$ cat src/design/packbits_encoder_top_macros.svh
// assertion macros shared by the packbits encoder modules
`ifndef PACKBITS_ENCODER_TOP_MACROS_SVH
`define PACKBITS_ENCODER_TOP_MACROS_SVH

// same-cycle implication, sampled on clk_i, off during reset
`define PBE_ASSERT_NOW(lbl, ante, cons, msg) \
  lbl: assert property (@(posedge clk_i) disable iff (!rst_ni) (ante) |-> (cons)) \
    else $error(msg);

// next-cycle implication, sampled on clk_i, off during reset
`define PBE_ASSERT_NEXT(lbl, ante, cons, msg) \
  lbl: assert property (@(posedge clk_i) disable iff (!rst_ni) (ante) |=> (cons)) \
    else $error(msg);

`endif

$ cat src/design/pbe_pkg.sv
// shared types and constants of the packbits encoder
package pbe_pkg;

  localparam int unsigned MaxPacketDef = 128;
  localparam logic [8:0]  RunBase      = 9'd257;
  localparam logic [7:0]  EndMarker    = 8'd128;

  typedef enum logic [2:0] {
    SEL_LIT_HDR,
    SEL_LIT_DATA,
    SEL_RUN_HDR,
    SEL_HELD,
    SEL_MARK
  } byte_sel_e;

  typedef struct packed {
    logic      latch;
    logic      run_inc;
    logic      run_clr;
    logic      run_start;
    logic      lit_write;
    logic      lit_clr;
    logic      idx_clr;
    logic      idx_inc;
    logic      held_clr;
    byte_sel_e sel;
  } dp_cmd_t;

  typedef struct packed {
    logic match;
    logic holding;
    logic run_ge3;
    logic run_eq2;
    logic run_eq1;
    logic rfl;
    logic lc_nz;
    logic lc_last;
    logic idx_last;
  } dp_stat_t;

  typedef struct packed {
    logic push;
    logic close;
  } pk_req_t;

  typedef struct packed {
    logic push_ready;
    logic close_ready;
  } pk_ack_t;

endpackage

$ cat src/design/pbe_dp.sv
// datapath: run and literal state, literal store and output byte select
module pbe_dp #(
  parameter int unsigned MaxPacket = pbe_pkg::MaxPacketDef
) (
  input  logic             clk_i,
  input  logic             rst_ni,
  input  logic [7:0]       data_byte_i,
  input  pbe_pkg::dp_cmd_t cmd_i,
  output pbe_pkg::dp_stat_t stat_o,
  output logic [7:0]       push_byte_o
);
  import pbe_pkg::*;

  localparam int unsigned IdxW = $clog2(MaxPacket);
  localparam logic [7:0]  MaxW = 8'(MaxPacket);
  localparam logic [7:0]  LastW = 8'(MaxPacket - 1);

  logic [7:0]      mem_q [MaxPacket];
  logic [7:0]      rdata_q;
  logic [7:0]      byte_q;
  logic [7:0]      held_q;
  logic [7:0]      run_q;
  logic [7:0]      lc_q;
  logic            holding_q;
  logic            rfl_q;
  logic [IdxW-1:0] idx_q, idx_d;

  always_comb begin
    if (cmd_i.idx_clr) begin
      idx_d = '0;
    end else if (cmd_i.idx_inc) begin
      idx_d = idx_q + IdxW'(1);
    end else begin
      idx_d = idx_q;
    end
  end

  always_ff @(posedge clk_i or negedge rst_ni) begin
    if (!rst_ni) begin
      held_q    <= '0;
      run_q     <= '0;
      lc_q      <= '0;
      holding_q <= 1'b0;
      rfl_q     <= 1'b0;
      idx_q     <= '0;
    end else begin
      idx_q <= idx_d;
      if (cmd_i.run_start) begin
        holding_q <= 1'b1;
        held_q    <= byte_q;
        run_q     <= 8'd1;
        rfl_q     <= 1'b0;
      end else if (cmd_i.run_clr) begin
        holding_q <= 1'b0;
        run_q     <= '0;
        rfl_q     <= 1'b0;
      end else if (cmd_i.run_inc) begin
        run_q <= run_q + 8'd1;
        if (run_q == 8'd1) begin
          rfl_q <= stat_o.lc_nz;
        end
      end
      if (cmd_i.held_clr) begin
        held_q <= '0;
      end
      if (cmd_i.lit_clr) begin
        lc_q <= '0;
      end else if (cmd_i.lit_write) begin
        lc_q <= lc_q + 8'd1;
      end
    end
  end

  always_ff @(posedge clk_i) begin
    if (cmd_i.latch) begin
      byte_q <= data_byte_i;
    end
    if (cmd_i.lit_write) begin
      mem_q[lc_q[IdxW-1:0]] <= held_q;
    end
    rdata_q <= mem_q[idx_d];
  end

  always_comb begin
    stat_o.match    = holding_q && (data_byte_i == held_q) && (run_q < MaxW);
    stat_o.holding  = holding_q;
    stat_o.run_ge3  = run_q >= 8'd3;
    stat_o.run_eq2  = run_q == 8'd2;
    stat_o.run_eq1  = run_q == 8'd1;
    stat_o.rfl      = rfl_q;
    stat_o.lc_nz    = lc_q != 8'd0;
    stat_o.lc_last  = lc_q == LastW;
    stat_o.idx_last = 8'(idx_q) == (lc_q - 8'd1);
  end

  always_comb begin
    unique case (cmd_i.sel)
      SEL_LIT_HDR:  push_byte_o = lc_q - 8'd1;
      SEL_LIT_DATA: push_byte_o = rdata_q;
      SEL_RUN_HDR:  push_byte_o = 8'(RunBase - {1'b0, run_q});
      SEL_HELD:     push_byte_o = held_q;
      SEL_MARK:     push_byte_o = EndMarker;
      default:      push_byte_o = held_q;
    endcase
  end

endmodule

$ cat src/design/pbe_packer.sv
// packs bytes into output beats of up to eight bytes with output register
module pbe_packer (
  input  logic             clk_i,
  input  logic             rst_ni,
  input  pbe_pkg::pk_req_t req_i,
  input  logic [7:0]       push_byte_i,
  output pbe_pkg::pk_ack_t ack_o,
  output logic             out_valid_o,
  input  logic             out_ready_i,
  output logic [63:0]      packed_bytes_o,
  output logic [3:0]       byte_count_o,
  output logic             last_of_step_o
);
  import pbe_pkg::*;

  `include "packbits_encoder_top_macros.svh"

  logic [63:0] acc_q;
  logic [3:0]  acc_cnt_q;
  logic        out_valid_q;
  logic [63:0] out_data_q;
  logic [3:0]  out_cnt_q;
  logic        out_last_q;
  logic        acc_full;
  logic        push_fire;
  logic        close_fire;

  always_comb begin
    acc_full          = acc_cnt_q == 4'd8;
    ack_o.push_ready  = !acc_full || !out_valid_q;
    ack_o.close_ready = (acc_cnt_q == 4'd0) || !out_valid_q;
    push_fire         = req_i.push && ack_o.push_ready;
    close_fire        = req_i.close && ack_o.close_ready;
  end

  always_ff @(posedge clk_i or negedge rst_ni) begin
    if (!rst_ni) begin
      acc_q       <= '0;
      acc_cnt_q   <= '0;
      out_valid_q <= 1'b0;
      out_data_q  <= '0;
      out_cnt_q   <= '0;
      out_last_q  <= 1'b0;
    end else begin
      if (out_valid_q && out_ready_i) begin
        out_valid_q <= 1'b0;
      end
      if (push_fire) begin
        if (acc_full) begin
          out_valid_q <= 1'b1;
          out_data_q  <= acc_q;
          out_cnt_q   <= acc_cnt_q;
          out_last_q  <= 1'b0;
          acc_q       <= {56'b0, push_byte_i};
          acc_cnt_q   <= 4'd1;
        end else begin
          acc_q     <= acc_q | (64'(push_byte_i) << {acc_cnt_q[2:0], 3'b000});
          acc_cnt_q <= acc_cnt_q + 4'd1;
        end
      end else if (close_fire && (acc_cnt_q != 4'd0)) begin
        out_valid_q <= 1'b1;
        out_data_q  <= acc_q;
        out_cnt_q   <= acc_cnt_q;
        out_last_q  <= 1'b1;
        acc_q       <= '0;
        acc_cnt_q   <= '0;
      end
    end
  end

  assign out_valid_o    = out_valid_q;
  assign packed_bytes_o = out_data_q;
  assign byte_count_o   = out_cnt_q;
  assign last_of_step_o = out_last_q;

  `PBE_ASSERT_NOW(a_out_cnt_range, out_valid_q, (out_cnt_q != 4'd0) && (out_cnt_q <= 4'd8), "beat with bad byte count")
  `PBE_ASSERT_NOW(a_acc_cnt_range, 1'b1, acc_cnt_q <= 4'd8, "accumulator count overflow")
  `PBE_ASSERT_NEXT(a_full_spill, push_fire && acc_full, out_valid_q && !out_last_q && (out_cnt_q == 4'd8), "full word not spilled as non-final beat")

endmodule

$ cat src/design/pbe_ctrl.sv
// controller state machine sequencing run, literal and end marker packets
module pbe_ctrl (
  input  logic              clk_i,
  input  logic              rst_ni,
  input  logic              in_valid_i,
  output logic              in_ready_o,
  input  logic              is_final_i,
  input  pbe_pkg::dp_stat_t stat_i,
  output pbe_pkg::dp_cmd_t  cmd_o,
  output pbe_pkg::pk_req_t  req_o,
  input  pbe_pkg::pk_ack_t  ack_i
);
  import pbe_pkg::*;

  `include "packbits_encoder_top_macros.svh"

  typedef enum logic [3:0] {
    ST_IDLE,
    ST_CLOSE,
    ST_RUN_HDR,
    ST_RUN_BYTE,
    ST_APPEND,
    ST_POST_CLOSE,
    ST_POST_TAKE,
    ST_LIT_HDR,
    ST_LIT_BODY,
    ST_MARK,
    ST_FINISH
  } state_e;

  state_e     state_q, state_d;
  state_e     ret_q, ret_d;
  logic       fin_q, fin_d;
  logic       final_phase_q, final_phase_d;
  logic [1:0] left_q, left_d;

  always_comb begin
    state_d       = state_q;
    ret_d         = ret_q;
    fin_d         = fin_q;
    final_phase_d = final_phase_q;
    left_d        = left_q;
    cmd_o         = '0;
    cmd_o.sel     = SEL_HELD;
    req_o         = '0;
    in_ready_o    = 1'b0;
    unique case (state_q)
      ST_IDLE: begin
        in_ready_o = 1'b1;
        if (in_valid_i) begin
          cmd_o.latch   = 1'b1;
          fin_d         = is_final_i;
          final_phase_d = 1'b0;
          if (stat_i.match) begin
            cmd_o.run_inc = 1'b1;
            if ((stat_i.run_ge3 || stat_i.run_eq2) && stat_i.lc_nz) begin
              state_d = ST_LIT_HDR;
              ret_d   = ST_POST_TAKE;
            end else begin
              state_d = ST_POST_TAKE;
            end
          end else begin
            state_d = ST_CLOSE;
          end
        end
      end
      ST_CLOSE: begin
        priority if (!stat_i.holding) begin
          state_d = ST_POST_CLOSE;
        end else if (stat_i.run_ge3) begin
          state_d = ST_RUN_HDR;
        end else if (stat_i.run_eq2) begin
          if (stat_i.rfl && stat_i.lc_nz) begin
            left_d  = 2'd2;
            state_d = ST_APPEND;
          end else begin
            state_d = ST_RUN_HDR;
          end
        end else if (stat_i.run_eq1) begin
          left_d  = 2'd1;
          state_d = ST_APPEND;
        end else begin
          state_d = ST_POST_CLOSE;
        end
      end
      ST_RUN_HDR: begin
        req_o.push = 1'b1;
        cmd_o.sel  = SEL_RUN_HDR;
        if (ack_i.push_ready) begin
          state_d = ST_RUN_BYTE;
        end
      end
      ST_RUN_BYTE: begin
        req_o.push = 1'b1;
        cmd_o.sel  = SEL_HELD;
        if (ack_i.push_ready) begin
          state_d = ST_POST_CLOSE;
        end
      end
      ST_APPEND: begin
        cmd_o.lit_write = 1'b1;
        left_d          = left_q - 2'd1;
        if (stat_i.lc_last) begin
          state_d = ST_LIT_HDR;
          ret_d   = (left_q == 2'd1) ? ST_POST_CLOSE : ST_APPEND;
        end else if (left_q == 2'd1) begin
          state_d = ST_POST_CLOSE;
        end
      end
      ST_POST_CLOSE: begin
        if (!final_phase_q) begin
          cmd_o.run_start = 1'b1;
          state_d         = ST_POST_TAKE;
        end else begin
          cmd_o.run_clr = 1'b1;
          if (stat_i.lc_nz) begin
            state_d = ST_LIT_HDR;
            ret_d   = ST_MARK;
          end else begin
            state_d = ST_MARK;
          end
        end
      end
      ST_POST_TAKE: begin
        if (fin_q) begin
          final_phase_d = 1'b1;
          state_d       = ST_CLOSE;
        end else begin
          state_d = ST_FINISH;
        end
      end
      ST_LIT_HDR: begin
        cmd_o.idx_clr = 1'b1;
        req_o.push    = 1'b1;
        cmd_o.sel     = SEL_LIT_HDR;
        if (ack_i.push_ready) begin
          state_d = ST_LIT_BODY;
        end
      end
      ST_LIT_BODY: begin
        req_o.push = 1'b1;
        cmd_o.sel  = SEL_LIT_DATA;
        if (ack_i.push_ready) begin
          if (stat_i.idx_last) begin
            cmd_o.lit_clr = 1'b1;
            state_d       = ret_q;
          end else begin
            cmd_o.idx_inc = 1'b1;
          end
        end
      end
      ST_MARK: begin
        req_o.push = 1'b1;
        cmd_o.sel  = SEL_MARK;
        if (ack_i.push_ready) begin
          cmd_o.held_clr = 1'b1;
          state_d        = ST_FINISH;
        end
      end
      ST_FINISH: begin
        req_o.close = 1'b1;
        if (ack_i.close_ready) begin
          state_d = ST_IDLE;
        end
      end
      default: begin
        state_d = ST_IDLE;
      end
    endcase
  end

  always_ff @(posedge clk_i or negedge rst_ni) begin
    if (!rst_ni) begin
      state_q       <= ST_IDLE;
      ret_q         <= ST_IDLE;
      fin_q         <= 1'b0;
      final_phase_q <= 1'b0;
      left_q        <= '0;
    end else begin
      state_q       <= state_d;
      ret_q         <= ret_d;
      fin_q         <= fin_d;
      final_phase_q <= final_phase_d;
      left_q        <= left_d;
    end
  end

  `PBE_ASSERT_NOW(a_append_left, state_q == ST_APPEND, (left_q == 2'd1) || (left_q == 2'd2), "append count out of range")
  `PBE_ASSERT_NOW(a_walk_nonempty, state_q == ST_LIT_BODY || state_q == ST_LIT_HDR, stat_i.lc_nz, "literal walk with empty store")
  `PBE_ASSERT_NEXT(a_miss_closes, (state_q == ST_IDLE) && in_valid_i && !stat_i.match, state_q == ST_CLOSE, "mismatching byte did not close run")

endmodule

$ cat src/design/packbits_encoder_top.sv
// PackBits run-length encoder, top level
//
// Input channel: one raw byte per beat (data_byte_i), is_final_i marks the
// last byte of a stream, valid/ready handshake.
// Output channel: beats of up to eight stream bytes, first byte in bits 7:0,
// byte_count_o valid bytes, last_of_step_o on the final beat caused by an
// input byte. An input byte that completes no packet gives no beat.
// Timing: the controller walks one output byte per cycle through the
// packer while the packer takes it; a literal flush walks the literal
// store one entry a cycle, also held when the packer cannot take it.
// Input ready is high only while the controller is idle. The output beat
// sits in a register; a stalled receiver holds the controller when a byte
// must go out while both that register and the eight-byte packing word
// are full, or when an input byte ends with bytes in the packing word
// while the register still waits.
// Reset: returns to idle with no run or literal pending; the literal store
// holds no reset value and is read only where written.
module packbits_encoder_top #(
  parameter int unsigned MaxPacket = pbe_pkg::MaxPacketDef
) (
  input  logic        clk_i,
  input  logic        rst_ni,
  input  logic        in_valid_i,
  output logic        in_ready_o,
  input  logic [7:0]  data_byte_i,
  input  logic        is_final_i,
  output logic        out_valid_o,
  input  logic        out_ready_i,
  output logic [63:0] packed_bytes_o,
  output logic [3:0]  byte_count_o,
  output logic        last_of_step_o
);
  import pbe_pkg::*;

  dp_cmd_t    cmd;
  dp_stat_t   stat;
  pk_req_t    req;
  pk_ack_t    ack;
  logic [7:0] push_byte;

  pbe_ctrl u_ctrl (
    .clk_i      (clk_i),
    .rst_ni     (rst_ni),
    .in_valid_i (in_valid_i),
    .in_ready_o (in_ready_o),
    .is_final_i (is_final_i),
    .stat_i     (stat),
    .cmd_o      (cmd),
    .req_o      (req),
    .ack_i      (ack)
  );

  pbe_dp #(
    .MaxPacket (MaxPacket)
  ) u_dp (
    .clk_i       (clk_i),
    .rst_ni      (rst_ni),
    .data_byte_i (data_byte_i),
    .cmd_i       (cmd),
    .stat_o      (stat),
    .push_byte_o (push_byte)
  );

  pbe_packer u_packer (
    .clk_i          (clk_i),
    .rst_ni         (rst_ni),
    .req_i          (req),
    .push_byte_i    (push_byte),
    .ack_o          (ack),
    .out_valid_o    (out_valid_o),
    .out_ready_i    (out_ready_i),
    .packed_bytes_o (packed_bytes_o),
    .byte_count_o   (byte_count_o),
    .last_of_step_o (last_of_step_o)
  );

endmodule
$ cat config.mk
export PLATFORM = sky130hd
export DESIGN_NAME = packbits_encoder_top
export DESIGN_NICKNAME = d
export VERILOG_FILES = /design/src/design/pbe_pkg.sv /design/src/design/pbe_dp.sv /design/src/design/pbe_packer.sv /design/src/design/pbe_ctrl.sv /design/src/design/packbits_encoder_top.sv
export VERILOG_INCLUDE_DIRS = /design/src /design/src/design
export SDC_FILE = /design/constraint.sdc
export NUM_CORES = 2
export LEC_CHECK = 0
export ABC_AREA = 1
export BUFFER_PORTS_ARGS = -buffer_cell sky130_fd_sc_hd__buf_2
export CORE_UTILIZATION = 60
export DETAILED_ROUTE_END_ITERATION = 10
export PLACE_DENSITY = 0.76
export REMOVE_ABC_BUFFERS = 1
export SLEW_MARGIN = 25
export SYNTH_ARGS = -nofsm -noshare
export SYNTH_HDL_FRONTEND = slang
export SYNTH_SLANG_ARGS = --single-unit
export TNS_END_PERCENT = 5
$ cat constraint.sdc
create_clock -name clk_i -period 5.15 [get_ports clk_i]
set_input_delay 1.03 -clock clk_i [delete_from_list [all_inputs] [get_ports clk_i]]
set_output_delay 1.03 -clock clk_i [all_outputs]
set_load 0.01 [all_outputs]
==> impl_metrics.py <==
metrics = {
    "finish": {
        "drive_gt1_frac": 0.06943,
        "design_area_um2": 59760,
        "antenna_cells": 0,
        "syn_to_final_growth_pct": 9.075,
        "final_util": 0.6619,
        "nNetsFinal": 5364,
    },
    "grt": {
        "grt_pass1_vias": 38300,
        "grt_overflow": 0,
        "grt_antenna_before_repair": 3,
        "gr-usage-all-layers": 0.3140,
        "grt_pass1_wl_um": 223800,
        "grt_max_degree": 150,
    },
    "clock_tree": {
        "cts_tree": "done",
        "cts_setup_buffers": 0,
        "cts_num_sinks": 1223,
        "numCtsBuffers": 119,
        "cts_hold_buf": 0,
        "cts_resized": 0,
        "cts_root_buf": "clkbuf_16",
        "clk_path_buf_depth": 3,
        "path_clk_slew_ns": 0.06,
        "htree_levels": 3,
        "worstSkewPairLatency_ns": 0.71,
    },
    "run_status": {
        "status": "finished, final reports clean",
    },
    "hold_path": {
        "min-delay-path-class": "primary input to asynchronous set/reset pin",
    },
    "setup_path": {
        "rr_endpoint": "u_dp.rdata_q[4]$_DFF_P_",
        "crit_family": "simple AND/OR/NAND/NOR gates",
        "worstRegToRegCells": 23,
        "crit_path_end_kind": "flip-flop",
        "critPathLaunchType": "flip-flop",
        "critical_path.slowest_cell": "dfrtp_1",
        "cp_max_fo": 138,
        "timing.rr.start": "u_dp.lc_q[1]$_DFFE_PN0P_",
        "worstPathRequired_ns": 5.80,
        "worst_ep_arrival_time_ns": 5.04,
        "critPathBufInv": 2,
        "path_cells": "inv_1 -> ha_1 -> nand2_1 -> nand3_1 -> nand2_1 -> nor2_1 -> nand2_1 -> nor2_1 -> nand3_2 -> nand2_2 -> nand2_8 -> nand3_4 -> buf_12 -> nand2_1 -> o21ai_0 -> nand2_1 -> nand3_1 -> nand3_1 -> nand3_1 -> nand3_1 -> nand2_1 -> nand2_1 -> nand2_1",
        "worstSetupPathType": "flip-flop to flip-flop",
        "max_stage_delay_ns": 0.46,
        "path_common_cell": "nand2_1",
        "r2r_setup_slack_ns": 0.75,
    },
    "timing": {
        "fin_crit_sh": 0.8541,
        "slew_headroom": 0.2629,
        "timing.final.crit_period_ns": 4.399,
        "setup_viol": 0,
        "tightest_slew_ns": 1.102,
        "finalHoldViolations": 0,
        "rsz0062_at_grt": "no",
        "tns_ns": 0,
        "fin_skew_ns": 0.03486,
        "drv_slew": 0,
        "max_freq_ghz": 0.2273,
    },
    "yosys": {
        "async_reset_ff_frac": 0.1496,
        "synth-adder-area-share": 0.002512,
        "synth-edff-count": 1032,
        "synth_top_area_share": 0.5656,
        "synthTopCellsByArea": "edfxtp_1 57%, dfrtp_1 8.4%, nand3_1 8.1%",
        "syn_area_per_cell_um2": 10.14,
        "synth_area_um2": 54790,
        "synth-simple-area-share": 0.2163,
        "yosysWarnings": 0,
        "synth_flop_cell": "edfxtp_1",
        "synthMuxAreaShare": 0.0004111,
        "synthXorXnorAreaFrac": 0.0009591,
        "synth_top_family_by_area": "simple AND/OR/NAND/NOR gates",
        "yosys.area.top_type": "edfxtp_1",
        "synth.ff_latch_count": 1223,
        "synth_compound_area_frac": 0.03193,
        "syn_inst": 5406,
        "post_synth_num_cell_types": 50,
        "ys_seq_area_frac": 0.6521,
    },
    "drt": {
        "drt_first_pass_iters": 7,
        "vias_per_cell": 6.017,
        "drc_errors": 0,
        "wl_per_cell_um": 21.97,
        "wl_um": 145500,
        "num_vias": 39830,
        "ant_nets": 0,
        "drtIter0Drc": 5293,
    },
    "die": {
        "dieArea_um2": 92530,
        "core-area_um2": 90290,
        "row_count": 110,
        "die_y_um": 304.2,
        "die-width_um": 304.2,
        "initial_utilization": 0.6068,
        "io_pins": 84,
    },
    "place": {
        "port-buffer-count": 83,
        "dp_hpwl_um": 83920,
        "placed_area_um2": 55880,
        "place.gp.congestion": 0.9818,
    },
    "flow_run": {
        "cap_violations": 0,
    },
    "pwr": {
        "p_per_area_nw_per_um2": 557.2,
        "p_leak_uw": 0.02598,
        "max-vdd-ir-drop_uv": 974.3,
    },
}
==> registers in the layout, summed over array words and instances (netlist names), 4 cells and up <==
signal and cells:
u_dp.lc_q 8, u_ctrl.ret_q 4, u_packer.packed_bytes_o 64, u_dp.byte_q 8, u_packer.acc_cnt_q 4, u_packer.byte_count_o 4
u_dp.mem_q 1024, u_dp.held_q 8, u_dp.idx_q 7, u_packer.acc_q 64, u_ctrl.state_q 4, u_dp.run_q 8
u_dp.rdata_q 8
==> through the flow <==
step | total power (uW) | setup WS [ns] | hold slack (ns) | cells
after floorplan | 20190 | -11.81 | 0.4297 | 5062
after global placement | 24380 | 0.9168 | 0.4347 | 6393
after detailed placement | 24510 | 0.9062 | 0.4504 | 6394
after CTS | 33040 | 0.8427 | 0.4599 | 6619
after global routing | 34740 | 0.4155 | 0.1806 | 6620
final | 33300 | 0.7512 | 0.1781 | 6620
==> worst max path at each step <==
stage / startpoint / to / slack [ns] / cells past startpoint
6_report: u_dp.lc_q[1]$_DFFE_PN0P_ / u_dp.rdata_q[4]$_DFF_P_ / 0.75 / 23
5_1_grt: u_dp.lc_q[1]$_DFFE_PN0P_ / u_dp.rdata_q[4]$_DFF_P_ / 0.42 / 23
4_1_cts: u_dp.lc_q[1]$_DFFE_PN0P_ / u_dp.rdata_q[4]$_DFF_P_ / 0.84 / 23
3_5_place_dp: u_dp.lc_q[1]$_DFFE_PN0P_ / u_dp.rdata_q[4]$_DFF_P_ / 0.91 / 23
3_3_place_gp: u_dp.lc_q[1]$_DFFE_PN0P_ / u_dp.rdata_q[2]$_DFF_P_ / 0.92 / 18
2_1_floorplan: u_ctrl.state_q[2]$_DFFE_PN0P_ / u_dp.rdata_q[0]$_DFF_P_ / -11.81 / 17
==> synthesized netlist by cell type (65+ instances only) <==
| cell | number |
|---|---|
| buf_2 | 191 |
| dfrtp_1 | 183 |
| o22ai_1 | 65 |
| edfxtp_1 | 1032 |
| nor2_1 | 253 |
| inv_1 | 921 |
| o21ai_0 | 77 |
| nand2_1 | 1057 |
| a21oi_1 | 89 |
| clkbuf_1 | 93 |
| nand4_1 | 351 |
| nand3_1 | 885 |
==> worst reg2reg max path: cells and delay by family (launching register included) <==
family	cells	cell delay [ns]
simple gates	19	2.74
buf+inv	2	0.65
flops	1	0.46
fa+ha+maj	1	0.35
compound gates	1	0.13
==> layout make-up <==
type | count | area [um^2]
clock inverter | 60 | 523.0
tap | 1176 | 1471
timing repair buffer | 157 | 1267
fill | 6761 | 30520
inverter | 934 | 3525
multi-input combinational | 2905 | 13880
sequential | 1223 | 35760
clock buffer | 165 | 3334
==> metal layers <==
layer | vias up | share of wire | track usage
met5 | - | 0.00024 | 0
met4 | 6 | 0.037 | 0.1247
met3 | 367 | 0.10 | 0.05725
met2 | 2305 | 0.48 | 0.5022
met1 | 19040 | 0.38 | 0.4287
li1 | 18110 | - | -
==> logic make-up (layout without fill, tap and decap cells) <==
logic type,after synthesis,in the layout
DFF,1223,1223
and+or+nand+nor,2586,2586
xor gates and xnor gates,6,6
buffers and inverters,1278,1316
adders and majority gates,11,11
muxes,2,2
AOI/OAI and AO/OA,300,300
==> power breakdown <==
| group | switching [uW] | internal [uW] |
|---|---|---|
| clock network | 3720 | 4910 |
| registers | 323 | 11200 |
| logic | 9300 | 3860 |
| total | 13300 | 20000 |
==> cells in the final DEF, fill, tap and decap left out, types with 4 or more instances in the layout <==
master / synthesis / routed
nand2_1: 1057 / 1057
ha_1: 11 / 11
inv_1: 921 / 921
a21oi_1: 89 / 88
nor3_1: 12 / 12
buf_2: 191 / 82
nand3_1: 885 / 884
buf_12: 0 / 20
nor2_1: 253 / 253
o2111ai_1: 4 / 4
clkbuf_16: 0 / 122
dfxtp_1: 8 / 8
clkbuf_8: 0 / 12
clkinvlp_4: 0 / 6
a211oi_1: 6 / 6
dfrtp_4: 0 / 8
o211ai_1: 27 / 27
buf_4: 31 / 52
o22ai_1: 65 / 65
o21ai_0: 77 / 77
edfxtp_1: 1032 / 1032
inv_2: 10 / 7
a2111oi_0: 4 / 4
bufinv_16: 0 / 8
clkinv_1: 3 / 22
xor2_1: 5 / 5
o21ai_1: 13 / 12
clkinv_2: 0 / 21
dfrtp_1: 183 / 175
clkbuf_1: 93 / 31
nor2_4: 5 / 5
nand4_1: 351 / 351
Note: power is estimated with default switching activity, not from simulation.
